File: config.mk
export PLATFORM = sky130hd
export DESIGN_NAME = hcsl_mod_unit
export DESIGN_NICKNAME = d
export VERILOG_FILES = /design/src/sv/hcsl_pkg.sv /design/src/sv/hcsl_mod_unit.sv
export SDC_FILE = /design/constraint.sdc
export NUM_CORES = 1
export LEC_CHECK = 0
export BUFFER_PORTS_ARGS = -buffer_cell sky130_fd_sc_hd__clkbuf_2
export CELL_PAD_IN_SITES_DETAIL_PLACEMENT = 0
export CELL_PAD_IN_SITES_GLOBAL_PLACEMENT = 1
export CORE_ASPECT_RATIO = 0.8
export CORE_MARGIN = 2
export CORE_UTILIZATION = 33
export DETAILED_ROUTE_END_ITERATION = 6
export PLACE_DENSITY = 0.87
export SETUP_SLACK_MARGIN = 0.02
export SLEW_MARGIN = 20
export SYNTH_ARGS = -nofsm -noshare
export SYNTH_HDL_FRONTEND = slang
export SYNTH_SLANG_ARGS = --single-unit
File: constraint.sdc
create_clock -name clk_i -period 2.32 [get_ports clk_i]
set_input_delay 0.348 -clock clk_i [delete_from_list [all_inputs] [get_ports clk_i]]
set_output_delay 0.348 -clock clk_i [all_outputs]
set_load 0.01 [all_outputs]
File: src/sv/hcsl_pkg.sv
package hcsl_pkg;

  localparam int SlotW      = 10;
  localparam int HashW      = 32;
  localparam int OffW       = 16;
  localparam int StatusW    = 2;
  localparam int StoreDepth = 1024;

  typedef enum logic {
    CmdWrite  = 1'b0,
    CmdLookup = 1'b1
  } cmd_e;

  typedef enum logic [StatusW-1:0] {
    StFound   = 2'd0,
    StMissing = 2'd1,
    StNoTable = 2'd2,
    StLimit   = 2'd3
  } status_e;

  typedef enum logic [1:0] {
    SIdle = 2'd0,
    SMod  = 2'd1,
    SWalk = 2'd2
  } state_e;

  typedef struct packed {
    logic [HashW-1:0] hash;
    logic [OffW-1:0]  offset;
    logic [SlotW-1:0] next;
  } entry_t;

endpackage

File: src/sv/hcsl_mod_unit.sv
module hcsl_mod_unit #(
  parameter int BUCKETS = 256
) (
  input  logic                      clk_i,
  input  logic                      rst_ni,
  input  logic                      start_i,
  input  logic [hcsl_pkg::HashW-1:0] key_i,
  output logic                      done_o,
  output logic [hcsl_pkg::SlotW-1:0] rem_o
);

  // folded sum of four bytes times residues stays below 2^20
  localparam int FoldW = 20;
  localparam int QuotW = 21;
  localparam int ProdW = FoldW + hcsl_pkg::HashW;

  // residues of the byte weights 2^0, 2^8, 2^16, 2^24
  localparam logic [FoldW-1:0] Res0    = FoldW'(1 % BUCKETS);
  localparam logic [FoldW-1:0] Res1    = FoldW'(256 % BUCKETS);
  localparam logic [FoldW-1:0] Res2    = FoldW'(65536 % BUCKETS);
  localparam logic [FoldW-1:0] Res3    = FoldW'(16777216 % BUCKETS);
  localparam logic [FoldW-1:0] Divisor = FoldW'(BUCKETS);
  // floor(2^31 / BUCKETS), the quotient estimate is low by at most one
  localparam logic [hcsl_pkg::HashW-1:0] Recip =
    hcsl_pkg::HashW'((64'd1 << 31) / 64'(BUCKETS));
  localparam logic [1:0] LastPhase = 2'd2;

  logic [FoldW-1:0] fold, sum_q, back, diff_d, diff_q, rem_d;
  logic [ProdW-1:0] prod;
  logic [QuotW-1:0] quot_q;
  logic [1:0]       phase_q;
  logic             run_q, done_q;

  // fold, reciprocal multiply, subtract back, one correction step
  assign fold   = FoldW'(key_i[7:0]) * Res0 + FoldW'(key_i[15:8]) * Res1
                + FoldW'(key_i[23:16]) * Res2 + FoldW'(key_i[31:24]) * Res3;
  assign prod   = ProdW'(sum_q) * ProdW'(Recip);
  assign back   = FoldW'(quot_q) * Divisor;
  assign diff_d = sum_q - back;
  assign rem_d  = (diff_q >= Divisor) ? (diff_q - Divisor) : diff_q;

  always_ff @(posedge clk_i or negedge rst_ni) begin
    if (!rst_ni) begin
      run_q   <= 1'b0;
      done_q  <= 1'b0;
      phase_q <= '0;
    end else begin
      done_q <= run_q && (phase_q == LastPhase);
      if (start_i) begin
        run_q   <= 1'b1;
        phase_q <= '0;
      end else if (run_q) begin
        phase_q <= phase_q + 1'b1;
        if (phase_q == LastPhase) begin
          run_q <= 1'b0;
        end
      end
    end
  end

  always_ff @(posedge clk_i) begin
    if (start_i) begin
      sum_q <= fold;
    end
    quot_q <= prod[31 +: QuotW];
    diff_q <= diff_d;
  end

  logic [FoldW-1:0] rem_q;

  always_ff @(posedge clk_i) begin
    rem_q <= rem_d;
  end

  assign done_o = done_q;
  assign rem_o  = rem_q[hcsl_pkg::SlotW-1:0];

endmodule

==> results of run 1 <==
[per-layer routing]
metal | vias up | GRT usage [%]
met3 | 0 | 5.90
met2 | 14 | 14.3
met5 | - | 0
met1 | 160 | 5.31
met4 | 0 | 2.79
li1 | 172 | -
[registers in the layout, summed over array words and instances, names as in the netlist]
| register | cells |
|---|---|
| sum_q | 8 |
| run_q | 1 |
| rem_q | 8 |
| done_o | 1 |
| diff_q | 8 |
| phase_q | 2 |
[cell families (layout without fill, tap and decap cells)]
group | count (synthesis) | count (layout) | synth area share [%]
adder cells (fa/ha/maj) | 1 | 1 | 1.69
AND/OR/NAND/NOR | 3 | 3 | 2.03
flip-flops | 28 | 28 | 89.3
other | 1 | 2 | 0.507
XOR/XNOR | 1 | 1 | 1.18
buffers and inverters | 4 | 26 | 3.05
AO/OA/AOI/OAI | 2 | 2 | 2.20
[cell type report]
type	instances	area share [%]
Multi-Input combinational cell	9	6.58
Sequential cell	28	72.4
Tap cell	25	3.43
Timing Repair Buffer	20	11.5
Clock buffer	4	5.21
Inverter	2	0.823
[synth_stat cells]
master,number,area share (%)
sky130_fd_sc_hd__a211oi_1,1,1.0
sky130_fd_sc_hd__a21o_2,1,1.2
sky130_fd_sc_hd__and2_2,1,1.0
sky130_fd_sc_hd__buf_4,2,2.0
sky130_fd_sc_hd__conb_1,1,0.51
sky130_fd_sc_hd__dfrtp_1,4,14
sky130_fd_sc_hd__dfxtp_1,16,43
sky130_fd_sc_hd__edfxtp_1,8,32
sky130_fd_sc_hd__ha_1,1,1.7
sky130_fd_sc_hd__inv_1,2,1.0
sky130_fd_sc_hd__nor2_1,2,1.0
sky130_fd_sc_hd__xnor2_1,1,1.2
[power breakdown]
part | switching, mW | internal [mW]
logic | 0.0460 | 0.0510
registers | 0.0272 | 0.565
clock network | 0.134 | 0.132
[metrics by stage]
stage / util [%] / hold slack [ns]
finish: 42.6 / 0.194
global route: 42.6 / 0.157
CTS: 42.6 / 0.176
detailed placement: 39.9 / 0.159
global placement: 39.9 / 0.157
floorplan: - / 0.0524
[final timing paths]
check | start | endpoint | slack, ns | depth (start not counted)
min in group asynchronous | rst_ni | phase_q[1] | 0.33 | 2
worst max-delay path | done_o | done_o | 1.15 | 1
worst min-delay path | key_i[2] | sum_q[2] | 0.19 | 1
max in group asynchronous | rst_ni | done_o | 1.87 | 2
worst max register to register | phase_q[0] | phase_q[1] | 1.27 | 3
worst min register to register | diff_q[6] | rem_q[6] | 0.34 | 0
==> metrics.txt, run 1 <==
# TYPE chip_impl_metric gauge
chip_impl_metric{name="setup-violations-final",unit=""} 0
chip_impl_metric{name="cts_hold_buf",unit=""} 1
chip_impl_info{name="most_common_library_cell_in_the_layout_ignoring_fill_and_taps",value="sky130_fd_sc_hd__clkbuf_2"} 1
chip_impl_metric{name="met2WireLength",unit="um"} 454
chip_impl_metric{name="fin_ws",unit="ns"} 1.15
chip_impl_metric{name="largest_net_degree_at_the_start_of_global_routing",unit=""} 17
chip_impl_info{name="layout.cells.most_common_list",value="sky130_fd_sc_hd__clkbuf_2 (19), sky130_fd_sc_hd__dfxtp_1 (16), sky130_fd_sc_hd__edfxtp_1 (8)"} 1
chip_impl_metric{name="p_per_area",unit="mW/mm2"} 1050
chip_impl_metric{name="first_pass_grt_wire_length",unit="um"} 1310
chip_impl_info{name="critPathKind",value="reg -> out"} 1
chip_impl_info{name="critPathCaptureType",value="primary output"} 1
chip_impl_metric{name="timing.critical_path.buf_inv",unit=""} 1
chip_impl_metric{name="initial_core_util",unit="%"} 34.6
chip_impl_metric{name="final_design_area_no_fill",unit="um2"} 912
chip_impl_metric{name="final_layout_size_suffix_gt1_share",unit="%"} 39.7
chip_impl_metric{name="final_antenna_net_count",unit=""} 0
chip_impl_metric{name="via_per_inst",unit=""} 3.93
chip_impl_metric{name="syn-instance-count",unit=""} 40
chip_impl_metric{name="crit_arrival",unit="ns"} 0.82
chip_impl_metric{name="clock_insertion_delay_at_the_later_pin_of_the_skew_report",unit="ns"} 0.32
chip_impl_info{name="highest-signal-layer",value="met3"} 1
chip_impl_metric{name="cts_buffers",unit=""} 3
chip_impl_info{name="cts_tree",value="built"} 1
chip_impl_info{name="result_of_the_run",value="completed"} 1
chip_impl_metric{name="post_layout_power",unit="mW"} 0.954
chip_impl_metric{name="firstDrtPassIters",unit=""} 2
chip_impl_metric{name="grt_antenna_before_repair",unit=""} 0
chip_impl_metric{name="hold_violations",unit=""} 0
chip_impl_metric{name="critPathMaxFanout",unit=""} 1
chip_impl_metric{name="io_buffers",unit=""} 19
chip_impl_metric{name="dieArea",unit="mm2"} 0.00264
chip_impl_metric{name="floorplan.core_area",unit="mm2"} 0.00214
chip_impl_metric{name="worst_setup_hold_path_clk_slew",unit="ns"} 0.14
chip_impl_metric{name="clock_tree.buffer_depth",unit=""} 2
chip_impl_metric{name="io_pins",unit=""} 46
chip_impl_info{name="critical_path.cell_chain",value="clkbuf_2"} 1
chip_impl_metric{name="layout.nets",unit=""} 100
chip_impl_metric{name="ys_types",unit=""} 12
chip_impl_metric{name="first_global_vias",unit=""} 335
chip_impl_metric{name="multi_input_area",unit="um2"} 60.1
chip_impl_metric{name="avgRoutedWirePerCell",unit="um"} 9.32
chip_impl_metric{name="postRouteWirelength",unit="um"} 820
chip_impl_info{name="hold_path.class",value="in -> reg"} 1
chip_impl_metric{name="timing.critical_path.required",unit="ns"} 1.97
chip_impl_metric{name="dieWidth",unit="um"} 56.9
chip_impl_info{name="clock_tree.root_cell",value="sky130_fd_sc_hd__clkbuf_4"} 1
chip_impl_metric{name="routed_via_count",unit=""} 346
chip_impl_info{name="worstSetupStartpointType",value="flip-flop"} 1
chip_impl_metric{name="syn-cell-area",unit="um2"} 739
chip_impl_metric{name="placement_rows",unit=""} 15
chip_impl_metric{name="irDropWorstVdd",unit="V"} 0.000541
chip_impl_metric{name="detailed_place.area",unit="um2"} 855
chip_impl_metric{name="tns",unit="ns"} 0
chip_impl_metric{name="yosys_warns",unit=""} 0
chip_impl_metric{name="rd_place_congestion",unit=""} 0.549
chip_impl_metric{name="cts-resized-gates",unit=""} 0
chip_impl_metric{name="grt_overflow",unit=""} 0
chip_impl_metric{name="numClockSinks",unit=""} 28
chip_impl_metric{name="pleak",unit="nW"} 0.406
chip_impl_info{name="worst_path_max_delay_cell",value="sky130_fd_sc_hd__dfrtp_1"} 1
chip_impl_metric{name="cts_max_level",unit=""} 1
chip_impl_metric{name="post-route-period-util",unit="%"} 50.5
chip_impl_info{name="critical_path.top_delay_family",value="flip-flops"} 1
chip_impl_metric{name="critical_path.max_stage_delay",unit="ns"} 0.39
chip_impl_metric{name="wl_met3",unit="um"} 86
chip_impl_metric{name="antenna_cells_inserted",unit=""} 0
chip_impl_metric{name="min_clock_period_post_route",unit="ns"} 1.17
chip_impl_metric{name="postSynthAreaPerCell",unit="um2"} 18.5
chip_impl_metric{name="synth-seq-cells",unit=""} 28
chip_impl_metric{name="fp.dieH",unit="um"} 46.3
chip_impl_metric{name="fillers",unit=""} 212
chip_impl_metric{name="dpl_worst_slack",unit="ns"} 1.30
chip_impl_metric{name="detail_route.iter0.violations",unit=""} 3
chip_impl_info{name="setup_repair_after_global_routing_missed_its_margin",value="false"} 1
chip_impl_metric{name="cap_viol_max_count",unit=""} 0
chip_impl_metric{name="place.detailed.instances",unit=""} 83
chip_impl_metric{name="finish.cell_count_without_fillers",unit=""} 88
chip_impl_metric{name="timing.clock.skew",unit="ns"} 0.00195
chip_impl_metric{name="cts_post_setup_buffers_inserted",unit=""} 0
chip_impl_metric{name="max_freq",unit="GHz"} 0.854
chip_impl_metric{name="drc_violations",unit=""} 0
chip_impl_metric{name="detail_route.wirelength.met1",unit="um"} 278
chip_impl_metric{name="yosysSeqAreaShare",unit="%"} 89.3
chip_impl_metric{name="final-max-slew-violation-count",unit=""} 0
chip_impl_metric{name="syn2layout_area_growth",unit="%"} 23.4
chip_impl_metric{name="groute.usage.overall",unit="%"} 7.35
chip_impl_metric{name="register_area",unit="um2"} 661
(Power assumes the default switching activity.)
==> run 2, diff against run 1 <==
Settings changed: CORE_UTILIZATION 33 to 30, PLACE_DENSITY 0.87 to 0.81.
Clock period 2.32 ns to 1.2 ns, I/O delays scaled along.
==> metrics.txt, run 2 (synthesis results as in run 1) <==
# TYPE chip_impl_metric gauge
chip_impl_metric{name="timing.reg2reg.setup_slack",unit="ns"} 0.18
chip_impl_metric{name="final_antenna_net_count",unit=""} 0
chip_impl_metric{name="register_area",unit="um2"} 661
chip_impl_info{name="worst_path_max_delay_cell",value="sky130_fd_sc_hd__dfrtp_1"} 1
chip_impl_metric{name="first_pass_grt_wire_length",unit="um"} 1370
chip_impl_info{name="result_of_the_run",value="completed"} 1
chip_impl_metric{name="antenna_cells_inserted",unit=""} 0
chip_impl_metric{name="max_freq",unit="GHz"} 0.979
chip_impl_metric{name="cts_post_setup_buffers_inserted",unit=""} 0
chip_impl_metric{name="crit_arrival",unit="ns"} 1.26
chip_impl_metric{name="cts_buffers",unit=""} 3
chip_impl_metric{name="setup-violations-final",unit=""} 0
chip_impl_metric{name="via_per_inst",unit=""} 3.84
chip_impl_metric{name="detail_route.iter0.violations",unit=""} 6
chip_impl_info{name="cts_tree",value="built"} 1
chip_impl_info{name="layout.cells.most_common_list",value="sky130_fd_sc_hd__clkbuf_2 (19), sky130_fd_sc_hd__dfxtp_1 (16), sky130_fd_sc_hd__edfxtp_1 (8)"} 1
chip_impl_metric{name="grt_antenna_before_repair",unit=""} 0
chip_impl_metric{name="post_layout_power",unit="mW"} 1.75
chip_impl_metric{name="min_clock_period_post_route",unit="ns"} 1.02
chip_impl_metric{name="syn2layout_area_growth",unit="%"} 22.2
chip_impl_metric{name="tns",unit="ns"} 0
chip_impl_metric{name="layout.nets",unit=""} 100
chip_impl_metric{name="final_design_area_no_fill",unit="um2"} 903
chip_impl_metric{name="groute.usage.overall",unit="%"} 6.49
chip_impl_info{name="timing.rr.end",value="phase_q[1]"} 1
chip_impl_metric{name="fp.dieH",unit="um"} 48.4
chip_impl_metric{name="postRouteWirelength",unit="um"} 839
chip_impl_info{name="worstSetupStartpoint",value="phase_q[0]"} 1
chip_impl_metric{name="hold_violations",unit=""} 0
chip_impl_metric{name="drc_violations",unit=""} 0
chip_impl_metric{name="timing.critical_path.required",unit="ns"} 1.44
chip_impl_metric{name="largest_net_degree_at_the_start_of_global_routing",unit=""} 16
chip_impl_metric{name="grt_overflow",unit=""} 0
chip_impl_metric{name="cts-resized-gates",unit=""} 0
chip_impl_info{name="regToRegStartpoint",value="phase_q[0]"} 1
chip_impl_metric{name="io_pins",unit=""} 46
chip_impl_metric{name="rd_place_congestion",unit=""} 0.609
chip_impl_metric{name="first_global_vias",unit=""} 325
chip_impl_metric{name="avgRoutedWirePerCell",unit="um"} 9.32
chip_impl_metric{name="final_layout_size_suffix_gt1_share",unit="%"} 39.7
chip_impl_metric{name="io_buffers",unit=""} 19
chip_impl_metric{name="hpwlAfterDp",unit="um"} 600
chip_impl_metric{name="firstDrtPassIters",unit=""} 2
chip_impl_metric{name="floorplan.core_area",unit="mm2"} 0.00240
chip_impl_metric{name="dieWidth",unit="um"} 59.5
chip_impl_metric{name="finish.utilization",unit="%"} 37.6
chip_impl_metric{name="place.detailed.instances",unit=""} 85
chip_impl_info{name="hold_path.class",value="in -> reg"} 1
chip_impl_metric{name="routed_via_count",unit=""} 346
chip_impl_info{name="worstSetupStartpointType",value="flip-flop"} 1
chip_impl_metric{name="cts_max_level",unit=""} 1
chip_impl_info{name="most_common_library_cell_in_the_layout_ignoring_fill_and_taps",value="sky130_fd_sc_hd__clkbuf_2"} 1
chip_impl_metric{name="pleak",unit="nW"} 0.401
chip_impl_metric{name="placement_rows",unit=""} 16
chip_impl_metric{name="detailed_place.area",unit="um2"} 857
chip_impl_metric{name="clock_tree.buffer_depth",unit=""} 2
chip_impl_metric{name="fillers",unit=""} 237
chip_impl_info{name="critPathCaptureType",value="flip-flop"} 1
chip_impl_metric{name="timing.clock.skew",unit="ns"} 0.00210
chip_impl_info{name="clock_tree.root_cell",value="sky130_fd_sc_hd__clkbuf_4"} 1
chip_impl_info{name="critPathKind",value="reg -> reg"} 1
chip_impl_info{name="timing.hold.worst.start",value="key_i[3]"} 1
chip_impl_metric{name="dieArea",unit="mm2"} 0.00288
chip_impl_metric{name="worstRegToRegCells",unit=""} 3
chip_impl_metric{name="finish.cell_count_without_fillers",unit=""} 90
chip_impl_info{name="hold-path-endpoint",value="sum_q[3]"} 1
chip_impl_metric{name="min_path_cells",unit=""} 1
chip_impl_info{name="top_regs",value="diff_q (8), rem_q (8), sum_q (8)"} 1
chip_impl_metric{name="final-max-slew-violation-count",unit=""} 0
chip_impl_info{name="setup_repair_after_global_routing_missed_its_margin",value="false"} 1
chip_impl_metric{name="critical_path.max_stage_delay",unit="ns"} 0.39
chip_impl_metric{name="numClockSinks",unit=""} 28
chip_impl_metric{name="multi_input_area",unit="um2"} 60.1
chip_impl_metric{name="worst_setup_hold_path_clk_slew",unit="ns"} 0.14
chip_impl_metric{name="p_per_area",unit="mW/mm2"} 1940
chip_impl_info{name="critical_path.cell_chain",value="inv_1 -> ha_1 -> a211oi_1"} 1
chip_impl_metric{name="initial_core_util",unit="%"} 30.8
chip_impl_metric{name="critPathMaxFanout",unit=""} 2
chip_impl_metric{name="irDropWorstVdd",unit="V"} 0.000502
chip_impl_metric{name="cap_viol_max_count",unit=""} 0
chip_impl_metric{name="clock_insertion_delay_at_the_later_pin_of_the_skew_report",unit="ns"} 0.31
chip_impl_metric{name="post-route-period-util",unit="%"} 85.1
run 2: report_power, final:
part	switching, mW	internal [mW]
Combinational	0.0869	0.0971
Clock	0.242	0.185
Sequential	0.0472	1.09
run 2: stage by stage:
stage               setup WS (ns)  hold WS (ns)
floorplan                   0.254        -0.116
global placement            0.229       -0.0136
detailed placement          0.188      -0.00780
CTS                         0.175        0.0241
global route               0.0610        0.0181
finish                      0.178        0.0315
run 2: worst max-delay path by stage:
stage | to | slack (ns)
5_1_grt | phase_q[1] | 0.06
6_report | phase_q[1] | 0.18
3_3_place_gp | phase_q[1] | 0.23
4_1_cts | phase_q[1] | 0.17
2_1_floorplan | phase_q[1] | 0.25
3_5_place_dp | phase_q[1] | 0.19
run 2: critical path, delay by kind of cell (launching register included):
family	cells	cell delay (ns)
buffers and inverters	1	0.05
adders and majority gates	1	0.28
DFF	1	0.39
AOI/OAI and AO/OA	1	0.23
run 2: repair_timing:
action,CTS,global route
endpoints found under the setup margin,0,0
hold endpoints to repair,4,0
hold buffers,1,0
run 2: final cells by class:
| class | instances | share of cell area, % |
|---|---|---|
| clock buffers | 4 | 4.02 |
| well taps | 27 | 3.74 |
| multi-input cells | 9 | 6.65 |
| flip-flops and latches | 28 | 73.1 |
| inverters | 2 | 0.831 |
| repair buffers | 20 | 11.6 |
run 2: per-layer routing:
metal / GRT usage, % / up-vias / share of wire, %
met4: 4.44 / 0 / 0
met2: 11.5 / 10 / 54
li1: - / 173 / -
met3: 1.60 / 0 / 5.5
met1: 6.39 / 163 / 41
met5: 0 / - / 0
==> run 3, diff against run 2 <==
Settings changed: REMOVE_ABC_BUFFERS from default to 1, SKIP_CTS_REPAIR_TIMING from default to 1.
==> metrics.txt, run 3 (synthesis results as in run 1) <==
# TYPE chip_impl_metric gauge
chip_impl_info{name="result_of_the_run",value="completed"} 1
chip_impl_metric{name="via_per_inst",unit=""} 3.92
chip_impl_metric{name="grtUsageMet3",unit="%"} 1.60
chip_impl_metric{name="use_met2",unit="%"} 11.5
chip_impl_info{name="hold_path.class",value="in -> reg"} 1
chip_impl_info{name="layout.cells.most_common_list",value="sky130_fd_sc_hd__clkbuf_2 (19), sky130_fd_sc_hd__dfxtp_1 (16), sky130_fd_sc_hd__edfxtp_1 (8)"} 1
chip_impl_metric{name="worst_setup_hold_path_clk_slew",unit="ns"} 0.13
chip_impl_metric{name="hpwlAfterDp",unit="um"} 632
chip_impl_metric{name="clock_tree.buffer_depth",unit=""} 2
chip_impl_info{name="top_regs",value="diff_q (8), rem_q (8), sum_q (8)"} 1
chip_impl_info{name="regToRegStartpoint",value="phase_q[0]"} 1
chip_impl_metric{name="final-max-slew-violation-count",unit=""} 0
chip_impl_metric{name="firstDrtPassIters",unit=""} 1
chip_impl_metric{name="dieArea",unit="mm2"} 0.00288
chip_impl_metric{name="layout.nets",unit=""} 100
chip_impl_metric{name="irDropWorstVdd",unit="V"} 0.000431
chip_impl_metric{name="syn2layout_area_growth",unit="%"} 20.3
chip_impl_metric{name="first_pass_grt_wire_length",unit="um"} 1440
chip_impl_metric{name="finish.cell_count_without_fillers",unit=""} 89
chip_impl_metric{name="grt.met1_usage",unit="%"} 7.44
chip_impl_metric{name="place.detailed.instances",unit=""} 85
chip_impl_info{name="worstSetupStartpointType",value="flip-flop"} 1
chip_impl_metric{name="fin_ws",unit="ns"} 0.144
chip_impl_metric{name="final_layout_size_suffix_gt1_share",unit="%"} 38.7
chip_impl_metric{name="initial_core_util",unit="%"} 30.8
chip_impl_metric{name="antenna_cells_inserted",unit=""} 0
chip_impl_metric{name="fp.dieH",unit="um"} 48.4
chip_impl_metric{name="cap_viol_max_count",unit=""} 0
chip_impl_info{name="clock_tree.root_cell",value="sky130_fd_sc_hd__clkbuf_4"} 1
chip_impl_metric{name="critPathMaxFanout",unit=""} 2
chip_impl_metric{name="fillers",unit=""} 244
chip_impl_metric{name="detail_route.iter0.violations",unit=""} 0
chip_impl_metric{name="min_clock_period_post_route",unit="ns"} 1.06
chip_impl_metric{name="dpl_worst_slack",unit="ns"} 0.148
chip_impl_metric{name="largest_net_degree_at_the_start_of_global_routing",unit=""} 15
chip_impl_metric{name="crit_arrival",unit="ns"} 1.27
chip_impl_metric{name="cts_buffers",unit=""} 3
chip_impl_metric{name="first_global_vias",unit=""} 334
chip_impl_metric{name="final_antenna_net_count",unit=""} 0
chip_impl_info{name="setup_repair_after_global_routing_missed_its_margin",value="false"} 1
chip_impl_metric{name="grt_antenna_before_repair",unit=""} 0
chip_impl_metric{name="max_freq",unit="GHz"} 0.947
chip_impl_metric{name="cts_max_level",unit=""} 1
chip_impl_info{name="cts_tree",value="built"} 1
chip_impl_metric{name="tns",unit="ns"} 0
chip_impl_info{name="critPathCaptureType",value="flip-flop"} 1
chip_impl_info{name="worstSetupStartpoint",value="phase_q[0]"} 1
chip_impl_metric{name="drc_violations",unit=""} 0
chip_impl_metric{name="postRouteWirelength",unit="um"} 857
chip_impl_metric{name="clock_insertion_delay_at_the_later_pin_of_the_skew_report",unit="ns"} 0.30
chip_impl_metric{name="dieWidth",unit="um"} 59.5
chip_impl_metric{name="rd_place_congestion",unit=""} 0.648
chip_impl_metric{name="floorplan.core_area",unit="mm2"} 0.00240
chip_impl_metric{name="numClockSinks",unit=""} 28
chip_impl_metric{name="hold_violations",unit=""} 0
chip_impl_metric{name="io_pins",unit=""} 46
chip_impl_metric{name="finish.utilization",unit="%"} 37.0
chip_impl_metric{name="avgRoutedWirePerCell",unit="um"} 9.63
chip_impl_metric{name="p_per_area",unit="mW/mm2"} 1890
chip_impl_info{name="global_route.peak_usage_layer",value="met2"} 1
chip_impl_metric{name="grt_overflow",unit=""} 0
chip_impl_metric{name="groute.usage.overall",unit="%"} 6.82
chip_impl_metric{name="timing.critical_path.required",unit="ns"} 1.42
chip_impl_metric{name="whs",unit="ns"} 0.0374
chip_impl_info{name="timing.hold.worst.start",value="key_i[4]"} 1
chip_impl_metric{name="io_buffers",unit=""} 19
chip_impl_info{name="critPathKind",value="reg -> reg"} 1
chip_impl_metric{name="timing.clock.skew",unit="ns"} 0.00545
chip_impl_metric{name="pleak",unit="nW"} 0.393
chip_impl_metric{name="placement_rows",unit=""} 16
chip_impl_metric{name="timing.reg2reg.setup_slack",unit="ns"} 0.14
chip_impl_metric{name="post-route-period-util",unit="%"} 88.0
chip_impl_metric{name="routed_via_count",unit=""} 349
chip_impl_info{name="most_common_library_cell_in_the_layout_ignoring_fill_and_taps",value="sky130_fd_sc_hd__clkbuf_2"} 1
chip_impl_metric{name="setup-violations-final",unit=""} 0
run 3: cell types whose count changed in the layout (fill, tap and decap cells not counted):
| cell | before | now |
|---|---|---|
| sky130_fd_sc_hd__clkbuf_8 | 1 | 0 |
run 3: worst paths after layout:
| check | endpoint | depth (start not counted) |
|---|---|---|
| max in group asynchronous | done_o | 2 |
| min reg2reg | rem_q[5] | 0 |
| max reg2reg | phase_q[1] | 3 |
| min in group asynchronous | run_q | 2 |
| min | sum_q[4] | 1 |
| max | phase_q[1] | 3 |
run 3: layer usage:
layer / up-vias / wire length (um)
met5: - / 0
met4: 0 / 6
met3: 2 / 39
met2: 11 / 447
met1: 167 / 364
li1: 169 / -
run 3: where the power goes:
group | internal (mW) | switching, mW | total (mW)
logic | 0.0983 | 0.0881 | 0.186
registers | 1.09 | 0.0526 | 1.14
clock network | 0.117 | 0.232 | 0.349
total | 1.31 | 0.373 | 1.68
run 3: layout make-up:
type                    instances  area, um2  share of cell area [%]
repair buffers                 20        105                    11.8
multi-input cells               9       60.1                    6.75
flip-flops and latches         28        661                    74.3
clock buffers                   3       22.5                    2.53
well taps                      27       33.8                    3.80
inverters                       2       7.51                   0.844
run 3: worst max-delay path, cell delays in order (launching register included):
cell and delay [ns]:
sky130_fd_sc_hd__dfrtp_1 0.38, sky130_fd_sc_hd__inv_1 0.05, sky130_fd_sc_hd__ha_1 0.28, sky130_fd_sc_hd__a211oi_1 0.26
run 3: through the flow:
step	instance area [um2]	power (mW)
3_5_place_dp	857	1.36
3_3_place_gp	857	1.33
5_1_grt	890	1.78
4_1_cts	880	1.70
2_1_floorplan	728	1.26
6_report	890	1.68
